<file path="src/hdl/fmf_pkg.sv">
// Shared types and constants for the response message fragmenter.
package fmf_pkg;

  localparam int unsigned BEATS_MAX = 4;
  localparam logic [6:0] FIRST_HEADER_FILL = 7'd3;
  localparam logic [6:0] SEQ_HEADER_FILL = 7'd1;

  typedef logic [7:0] byte_t;

  typedef struct packed {
    logic [BEATS_MAX-1:0][7:0] bytes;
    logic [1:0]                last;
    logic                      pend;
    logic                      mend;
  } job_t;

endpackage

</file>
<file path="src/hdl/fmf_front.sv">
// Front part: tracks the framing state and turns each input item into a job of beats.
module fmf_front #(
  parameter int MAX_PACKET_BYTES = 64
) (
  input  logic              clk,
  input  logic              rst_n,
  input  logic              push,
  output logic              full,
  input  logic [7:0]        in_data_byte,
  input  logic              in_first,
  input  logic [7:0]        in_command,
  input  logic [15:0]       in_message_length,
  input  logic              q_full,
  output logic              q_push,
  output fmf_pkg::job_t     q_job
);

  logic [15:0] bytes_left_r, bytes_left_nxt;
  logic [6:0]  packet_fill_r, packet_fill_nxt;
  logic [7:0]  packet_index_r, packet_index_nxt;
  logic        message_open_r, message_open_nxt;

  logic        accept;
  logic        opening;
  logic        open0;
  logic [15:0] left0;
  logic [15:0] left1;
  logic [6:0]  fill0;
  logic [6:0]  fill1;
  logic [6:0]  fill2;
  logic [7:0]  index0;
  logic [7:0]  seq_byte;

  assign full   = q_full;
  assign accept = push && !q_full;

  always_comb begin
    opening = 1'b0;
    open0   = message_open_r;
    left0   = bytes_left_r;
    fill0   = packet_fill_r;
    index0  = packet_index_r;
    if (in_first) begin
      fill0  = '0;
      index0 = '0;
      left0  = in_message_length;
      if (in_message_length == 16'd0) begin
        open0 = 1'b0;
      end else begin
        open0   = 1'b1;
        opening = 1'b1;
      end
    end

    seq_byte = index0 - 8'd1;
    left1    = left0 - 16'd1;
    if (fill0 == 7'd0) begin
      fill1 = opening ? fmf_pkg::FIRST_HEADER_FILL : fmf_pkg::SEQ_HEADER_FILL;
    end else begin
      fill1 = fill0;
    end
    fill2 = fill1 + 7'd1;

    q_job       = '0;
    q_job.pend  = 1'b0;
    q_job.mend  = 1'b0;
    if (fill0 == 7'd0 && opening) begin
      q_job.bytes[0] = in_command;
      q_job.bytes[1] = in_message_length[15:8];
      q_job.bytes[2] = in_message_length[7:0];
      q_job.bytes[3] = in_data_byte;
      q_job.last     = 2'd3;
    end else if (fill0 == 7'd0) begin
      q_job.bytes[0] = seq_byte;
      q_job.bytes[1] = in_data_byte;
      q_job.last     = 2'd1;
    end else begin
      q_job.bytes[0] = in_data_byte;
      q_job.last     = 2'd0;
    end

    bytes_left_nxt   = left0;
    packet_fill_nxt  = fill0;
    packet_index_nxt = index0;
    message_open_nxt = open0;
    if (in_first && in_message_length == 16'd0) begin
      bytes_left_nxt = '0;
    end
    if (open0) begin
      bytes_left_nxt = left1;
      if (left1 == 16'd0) begin
        q_job.pend       = 1'b1;
        q_job.mend       = 1'b1;
        message_open_nxt = 1'b0;
        packet_fill_nxt  = '0;
        packet_index_nxt = index0 + 8'd1;
      end else if (fill2 >= 7'(MAX_PACKET_BYTES)) begin
        q_job.pend       = 1'b1;
        packet_fill_nxt  = '0;
        packet_index_nxt = index0 + 8'd1;
      end else begin
        packet_fill_nxt = fill2;
      end
    end

    q_push = accept && open0;
  end

  always_ff @(posedge clk) begin
    if (!rst_n) begin
      bytes_left_r   <= '0;
      packet_fill_r  <= '0;
      packet_index_r <= '0;
      message_open_r <= 1'b0;
    end else if (accept) begin
      bytes_left_r   <= bytes_left_nxt;
      packet_fill_r  <= packet_fill_nxt;
      packet_index_r <= packet_index_nxt;
      message_open_r <= message_open_nxt;
    end
  end

endmodule

</file>
<file path="src/hdl/fmf_fifo.sv">
// Short job queue between the front and back parts.
module fmf_fifo #(
  parameter int DEPTH = 4
) (
  input  logic          clk,
  input  logic          rst_n,
  input  logic          wr_en,
  input  fmf_pkg::job_t wr_job,
  output logic          q_full,
  input  logic          rd_en,
  output logic          q_valid,
  output fmf_pkg::job_t rd_job
);

  localparam int AW = (DEPTH > 1) ? $clog2(DEPTH) : 1;

  fmf_pkg::job_t   mem [DEPTH];
  logic [AW:0]     wptr_r, wptr_nxt;
  logic [AW:0]     rptr_r, rptr_nxt;

  assign q_valid  = (wptr_r != rptr_r);
  assign q_full   = (wptr_r[AW] != rptr_r[AW]) && (wptr_r[AW-1:0] == rptr_r[AW-1:0]);
  assign rd_job   = mem[rptr_r[AW-1:0]];
  assign wptr_nxt = wptr_r + (AW+1)'(1);
  assign rptr_nxt = rptr_r + (AW+1)'(1);

  always_ff @(posedge clk) begin
    if (wr_en) begin
      mem[wptr_r[AW-1:0]] <= wr_job;
    end
  end

  always_ff @(posedge clk) begin
    if (!rst_n) begin
      wptr_r <= '0;
      rptr_r <= '0;
    end else begin
      if (wr_en) begin
        wptr_r <= wptr_nxt;
      end
      if (rd_en) begin
        rptr_r <= rptr_nxt;
      end
    end
  end

endmodule

</file>
<file path="src/hdl/fmf_back.sv">
// Back part: walks the beats of each queued job into the output register.
module fmf_back (
  input  logic          clk,
  input  logic          rst_n,
  input  logic          q_valid,
  input  fmf_pkg::job_t q_job,
  output logic          q_pop,
  output logic          empty,
  input  logic          pop,
  output logic [7:0]    out_byte,
  output logic          out_packet_end,
  output logic          out_message_end,
  output logic          out_item_last
);

  logic [1:0] beat_idx_r, beat_idx_nxt;
  logic       out_valid_r, out_valid_nxt;
  logic [7:0] out_byte_r;
  logic       packet_end_r, message_end_r, item_last_r;
  logic       load;
  logic       is_last;

  assign load    = q_valid && (!out_valid_r || pop);
  assign is_last = (beat_idx_r == q_job.last);
  assign q_pop   = load && is_last;

  always_comb begin
    beat_idx_nxt = beat_idx_r;
    if (load) begin
      beat_idx_nxt = is_last ? 2'd0 : beat_idx_r + 2'd1;
    end
    if (load) begin
      out_valid_nxt = 1'b1;
    end else if (pop) begin
      out_valid_nxt = 1'b0;
    end else begin
      out_valid_nxt = out_valid_r;
    end
  end

  always_ff @(posedge clk) begin
    if (!rst_n) begin
      beat_idx_r  <= '0;
      out_valid_r <= 1'b0;
    end else begin
      beat_idx_r  <= beat_idx_nxt;
      out_valid_r <= out_valid_nxt;
    end
  end

  always_ff @(posedge clk) begin
    if (load) begin
      out_byte_r    <= q_job.bytes[beat_idx_r];
      packet_end_r  <= is_last && q_job.pend;
      message_end_r <= is_last && q_job.mend;
      item_last_r   <= is_last;
    end
  end

  assign empty           = !out_valid_r;
  assign out_byte        = out_byte_r;
  assign out_packet_end  = packet_end_r;
  assign out_message_end = message_end_r;
  assign out_item_last   = item_last_r;

endmodule

</file>
<file path="src/hdl/response_message_fragmenter.sv">
// Top level of the response message fragmenter.
//
// Input channel: one payload byte per beat with push/full; a beat is taken on
// a clock edge with push high and full low. A beat with in_first high samples
// in_message_length and, if it is nonzero, in_command and opens a new message.
// Result channel: one framed byte per beat with empty/pop; the oldest byte sits
// on the out_ ports while empty is low and leaves on an edge with pop high.
// Each input beat yields up to four result beats: three header bytes at the
// start of a message or one sequence byte at the start of a later packet,
// then the payload byte. Bytes outside an open message yield nothing.
// With the queue idle, the first result beat passes through the job queue and
// then the output register before it reaches the out_ ports.
// While full is low, the front part takes one input beat per cycle into a job
// queue of QUEUE_DEPTH entries; the back part sends one result beat per cycle
// while pop is held; an input beat that starts a packet yields two or four beats.
// When the receiver stalls, the output register holds its beat, the queue
// fills, and full rises until room opens again.
// Reset clears the framing state, the queue and the output valid flag.
module response_message_fragmenter #(
  parameter int MAX_PACKET_BYTES = 64,
  parameter int QUEUE_DEPTH = 4
) (
  input  logic        clk,
  input  logic        rst_n,
  input  logic        push,
  output logic        full,
  input  logic [7:0]  in_data_byte,
  input  logic        in_first,
  input  logic [7:0]  in_command,
  input  logic [15:0] in_message_length,
  output logic        empty,
  input  logic        pop,
  output logic [7:0]  out_byte,
  output logic        out_packet_end,
  output logic        out_message_end,
  output logic        out_item_last
);

  logic          q_full;
  logic          q_push;
  logic          q_valid;
  logic          q_pop;
  fmf_pkg::job_t front_job;
  fmf_pkg::job_t head_job;

  fmf_front #(
    .MAX_PACKET_BYTES(MAX_PACKET_BYTES)
  ) u_front (
    .clk              (clk),
    .rst_n            (rst_n),
    .push             (push),
    .full             (full),
    .in_data_byte     (in_data_byte),
    .in_first         (in_first),
    .in_command       (in_command),
    .in_message_length(in_message_length),
    .q_full           (q_full),
    .q_push           (q_push),
    .q_job            (front_job)
  );

  fmf_fifo #(
    .DEPTH(QUEUE_DEPTH)
  ) u_fifo (
    .clk    (clk),
    .rst_n  (rst_n),
    .wr_en  (q_push),
    .wr_job (front_job),
    .q_full (q_full),
    .rd_en  (q_pop),
    .q_valid(q_valid),
    .rd_job (head_job)
  );

  fmf_back u_back (
    .clk            (clk),
    .rst_n          (rst_n),
    .q_valid        (q_valid),
    .q_job          (head_job),
    .q_pop          (q_pop),
    .empty          (empty),
    .pop            (pop),
    .out_byte       (out_byte),
    .out_packet_end (out_packet_end),
    .out_message_end(out_message_end),
    .out_item_last  (out_item_last)
  );

`ifndef SYNTHESIS
  a_reset_empty: assert property (@(posedge clk) !rst_n |=> empty)
    else $error("result channel not empty after reset");

  a_no_push_full: assert property (@(posedge clk) disable iff (!rst_n)
    q_full |-> !q_push)
    else $error("job written into a full queue");

  a_mend_pend: assert property (@(posedge clk) disable iff (!rst_n)
    (!empty && out_message_end) |-> (out_packet_end && out_item_last))
    else $error("message end without packet end on the last beat");

  a_pop_valid: assert property (@(posedge clk) disable iff (!rst_n)
    q_pop |-> q_valid)
    else $error("job taken from an empty queue");
`endif

endmodule
</file>
<file path="config.mk">
export PLATFORM = sky130hd
export DESIGN_NAME = response_message_fragmenter
export DESIGN_NICKNAME = d
export VERILOG_FILES = /design/src/hdl/fmf_pkg.sv /design/src/hdl/fmf_front.sv /design/src/hdl/fmf_fifo.sv /design/src/hdl/fmf_back.sv /design/src/hdl/response_message_fragmenter.sv
export SDC_FILE = /design/constraint.sdc
export NUM_CORES = 1
export LEC_CHECK = 0
export BUFFER_PORTS_ARGS = -buffer_cell sky130_fd_sc_hd__buf_2
export CORE_MARGIN = 4
export CORE_UTILIZATION = 60
export DETAILED_ROUTE_END_ITERATION = 12
export MAX_ROUTING_LAYER = met4
export PLACE_DENSITY_LB_ADDON = 0.12
export SLEW_MARGIN = 20
export SYNTH_ARGS = -nofsm -noshare
export SYNTH_HDL_FRONTEND = slang
export SYNTH_SLANG_ARGS = --single-unit
</file>
<file path="constraint.sdc">
create_clock -name clk -period 13.4 [get_ports clk]
set_input_delay 2.68 -clock clk [delete_from_list [all_inputs] [get_ports clk]]
set_output_delay 2.68 -clock clk [all_outputs]
set_load 0.05 [all_outputs]
</file>
==> flow_metrics.env <==
export IMPL_grt_setup_unrepaired="false"
export IMPL_pin_count=50
export IMPL_grt_pass1_vias=6130
export IMPL_antenna_found_initial=0
export IMPL_cts_resized=0
export IMPL_slew_headroom=0.296
export IMPL_finalSetupViolCount=0
export IMPL_power_density_nw_per_um2=133
export IMPL_area_growth_pct=10.6
export IMPL_syn_area_um2=9280
export IMPL_synth_ff_latch_count=198
export IMPL_layout_drive_gt1_share=0.216
export IMPL_viasPerCell=6.58
export IMPL_topRoutingLayerUsed="met4"
export IMPL_min_from="u_back.out_valid_r"
export IMPL_dpl_cell_area_um2=9710
export IMPL_slowest_delay_ns=0.60
export IMPL_required_ns=13.72
export IMPL_final_cell_mix="edfxtp_1, nor2_1, nand2_1"
export IMPL_hold_viol=0
export IMPL_wl_met3_um=1290
export IMPL_critPathKind="input port to flop"
export IMPL_irDropWorstVdd_mv=0.0864
export IMPL_hold_path_class="flop to flop"
export IMPL_core_um2=15200
export IMPL_synth_seq_area_share=0.594
export IMPL_synth_cell_types=68
export IMPL_die_w_um=132
export IMPL_route_met2_wl_um=10700
export IMPL_clock_skew_ns=0.00857
export IMPL_final_common_cell="edfxtp_1"
export IMPL_insertion_delay_ns=0.43
export IMPL_endpoint_kind="flop"
export IMPL_clk_pin_slew_ns=0.07
export IMPL_tightest_slew_ns=1.06
export IMPL_p_leak_nw=3.51
export IMPL_wl_met1_um=9480
export IMPL_finalInstanceArea_um2=10300
export IMPL_syn_instance_count=685
export IMPL_crit_family="simple AND/OR/NAND/NOR gates"
export IMPL_dr_pass1_iters=6
export IMPL_cts_hold_buf=0
export IMPL_drt_iter0_markers=511
export IMPL_stdcell_count=930
export IMPL_finalCriticalPeriod_ns=6.69
export IMPL_fin_crit_sh=0.499
export IMPL_diodes=0
export IMPL_cts_buffers=17
export IMPL_grt_usage=0.267
export IMPL_post_dp_hpwl_um=14300
export IMPL_cp_slowest_cell="buf_4"
export IMPL_crit_fanout=74
export IMPL_synth_edf_count=155
export IMPL_post_cts_buffers=0
export IMPL_synth_top_cell_area_share=0.502
export IMPL_cts_max_level=4
export IMPL_grt_max_degree=75
export IMPL_layout_nets=776
export IMPL_start_util=0.610
export IMPL_antenna_left=0
export IMPL_cts_tree="done"
export IMPL_clockBufferDepth=2
export IMPL_worstSetupStartpointType="input port"
export IMPL_via_count=6118
export IMPL_cp_num_buf_inv=3
export IMPL_max_freq_ghz=0.150
export IMPL_startpoint="in_first"
export IMPL_wirelength_um=21800
export IMPL_numClockSinks=198
export IMPL_r2r_start="u_front.bytes_left_r[0]"
export IMPL_slew_violations=0
export IMPL_max_cap_violations=0
export IMPL_grt_ovfl_total=0
export IMPL_wire_per_inst_um=23.4
export IMPL_yosysWarnings=0
export IMPL_place_congestion=0.859
export IMPL_ys_top_cells_by_area="edfxtp_1, mux4_2, dfxtp_1"
export IMPL_place_inst=898
export IMPL_grt_first_pass_wirelength_um=34800
export IMPL_synth_fp_nets=732
export IMPL_port_buffers=49
export IMPL_rows=45
export IMPL_avgSynthCellArea_um2=13.5
export IMPL_crit_chain="buf_2 -> buf_4 -> inv_1 -> a21oi_1 -> ha_1 -> or4b_4 -> a211oi_1 -> xnor2_1 -> mux2i_4 -> nor4_1 -> and4_1 -> o21ai_2 -> o31ai_1"
export IMPL_async_flop_share=0
export IMPL_status="complete, no violations"
export IMPL_yosysTopAreaCell="edfxtp_1"
export IMPL_die_area_um2=17500
export IMPL_remaining_drc_errors=0
export IMPL_synthFlopType="edfxtp_1"
export IMPL_nFillCells=1096
export IMPL_tns_ns=0
export IMPL_die_h_um=132
export IMPL_clockRootBuffer="clkbuf_16"
export IMPL_cp_arrival_ns=7.00
Yosys cell counts (16+ instances only):
master	number
a22oi_1	17
dfxtp_1	43
clkbuf_1	28
o21ai_0	22
edfxtp_1	155
mux4_2	44
and2_1	18
nor2_1	56
xnor2_1	16
nand2_1	52
a21oi_1	23
path summary, 6_finish.rpt:
| check | depth (start not counted) | to | slack, ns |
|---|---|---|---|
| hold / removal | 2 | u_back.out_valid_r | 0.51 |
| setup reg to reg | 10 | u_front.packet_index_r[4] | 9.90 |
| hold reg to reg | 2 | u_back.out_valid_r | 0.51 |
| setup / recovery | 13 | u_front.packet_index_r[4] | 6.71 |
cells by family (layout without fill, tap and decap cells):
logic type | after synthesis | in the layout | synth area share
compound gates | 129 | 129 | 0.101
mux | 61 | 61 | 0.127
fa+ha+maj | 10 | 10 | 0.0135
xor+xnor | 24 | 24 | 0.0227
simple gates | 214 | 214 | 0.121
flops | 198 | 198 | 0.594
buf+inv | 49 | 106 | 0.0208
tightest hold or removal path: cells and delay by family, from the launching register on:
family,cells,cell delay (ns)
AO/OA/AOI/OAI,1,0.06
flip-flops,1,0.32
AND/OR/NAND/NOR,1,0.08
power by group:
part	internal [mW]	leakage, nW	total [mW]	switching [mW]
clock	0.243	0.248	0.475	0.232
combinational	0.0688	1.51	0.185	0.116
sequential	0.693	1.76	0.707	0.0145
layer usage:
layer  GRT usage  up-vias
met4      0.0814        0
li1            -     2754
met3      0.0424       35
met1       0.366     3105
met5           -        -
met2       0.417      224
through the flow:
step / hold WS, ns / util / setup WS (ns) / total power [mW]
global placement: 0.487 / 0.639 / 6.61 / 0.899
detailed placement: 0.488 / 0.639 / 6.42 / 0.904
finish: 0.508 / 0.675 / 6.71 / 1.37
global route: 0.516 / 0.675 / 6.51 / 1.42
floorplan: 0.465 / - / 6.84 / 0.850
CTS: 0.503 / 0.675 / 6.85 / 1.37
final cells by class:
class / count / area (um2) / area share
clock buffer: 18 / 429 / 0.0418
clock inverter: 14 / 124 / 0.0121
inverter: 15 / 56.3 / 0.00549
multi-input combinational: 438 / 3580 / 0.349
sequential: 198 / 5520 / 0.538
tap: 188 / 235 / 0.0229
timing repair buffer: 59 / 320 / 0.0312
registers in the layout (all words and copies together) (netlist names), named ones only:
name	flops
u_front.message_open_r	1
u_fifo.mem	144
u_fifo.wptr_r	3
u_back.out_item_last	1
u_back.out_byte	8
u_front.packet_index_r	8
u_back.out_message_end	1
u_front.packet_fill_r	7
u_back.out_packet_end	1
u_fifo.rptr_r	3
u_back.out_valid_r	1
u_front.bytes_left_r	16
u_back.beat_idx_r	2
(Power assumes the default switching activity.)
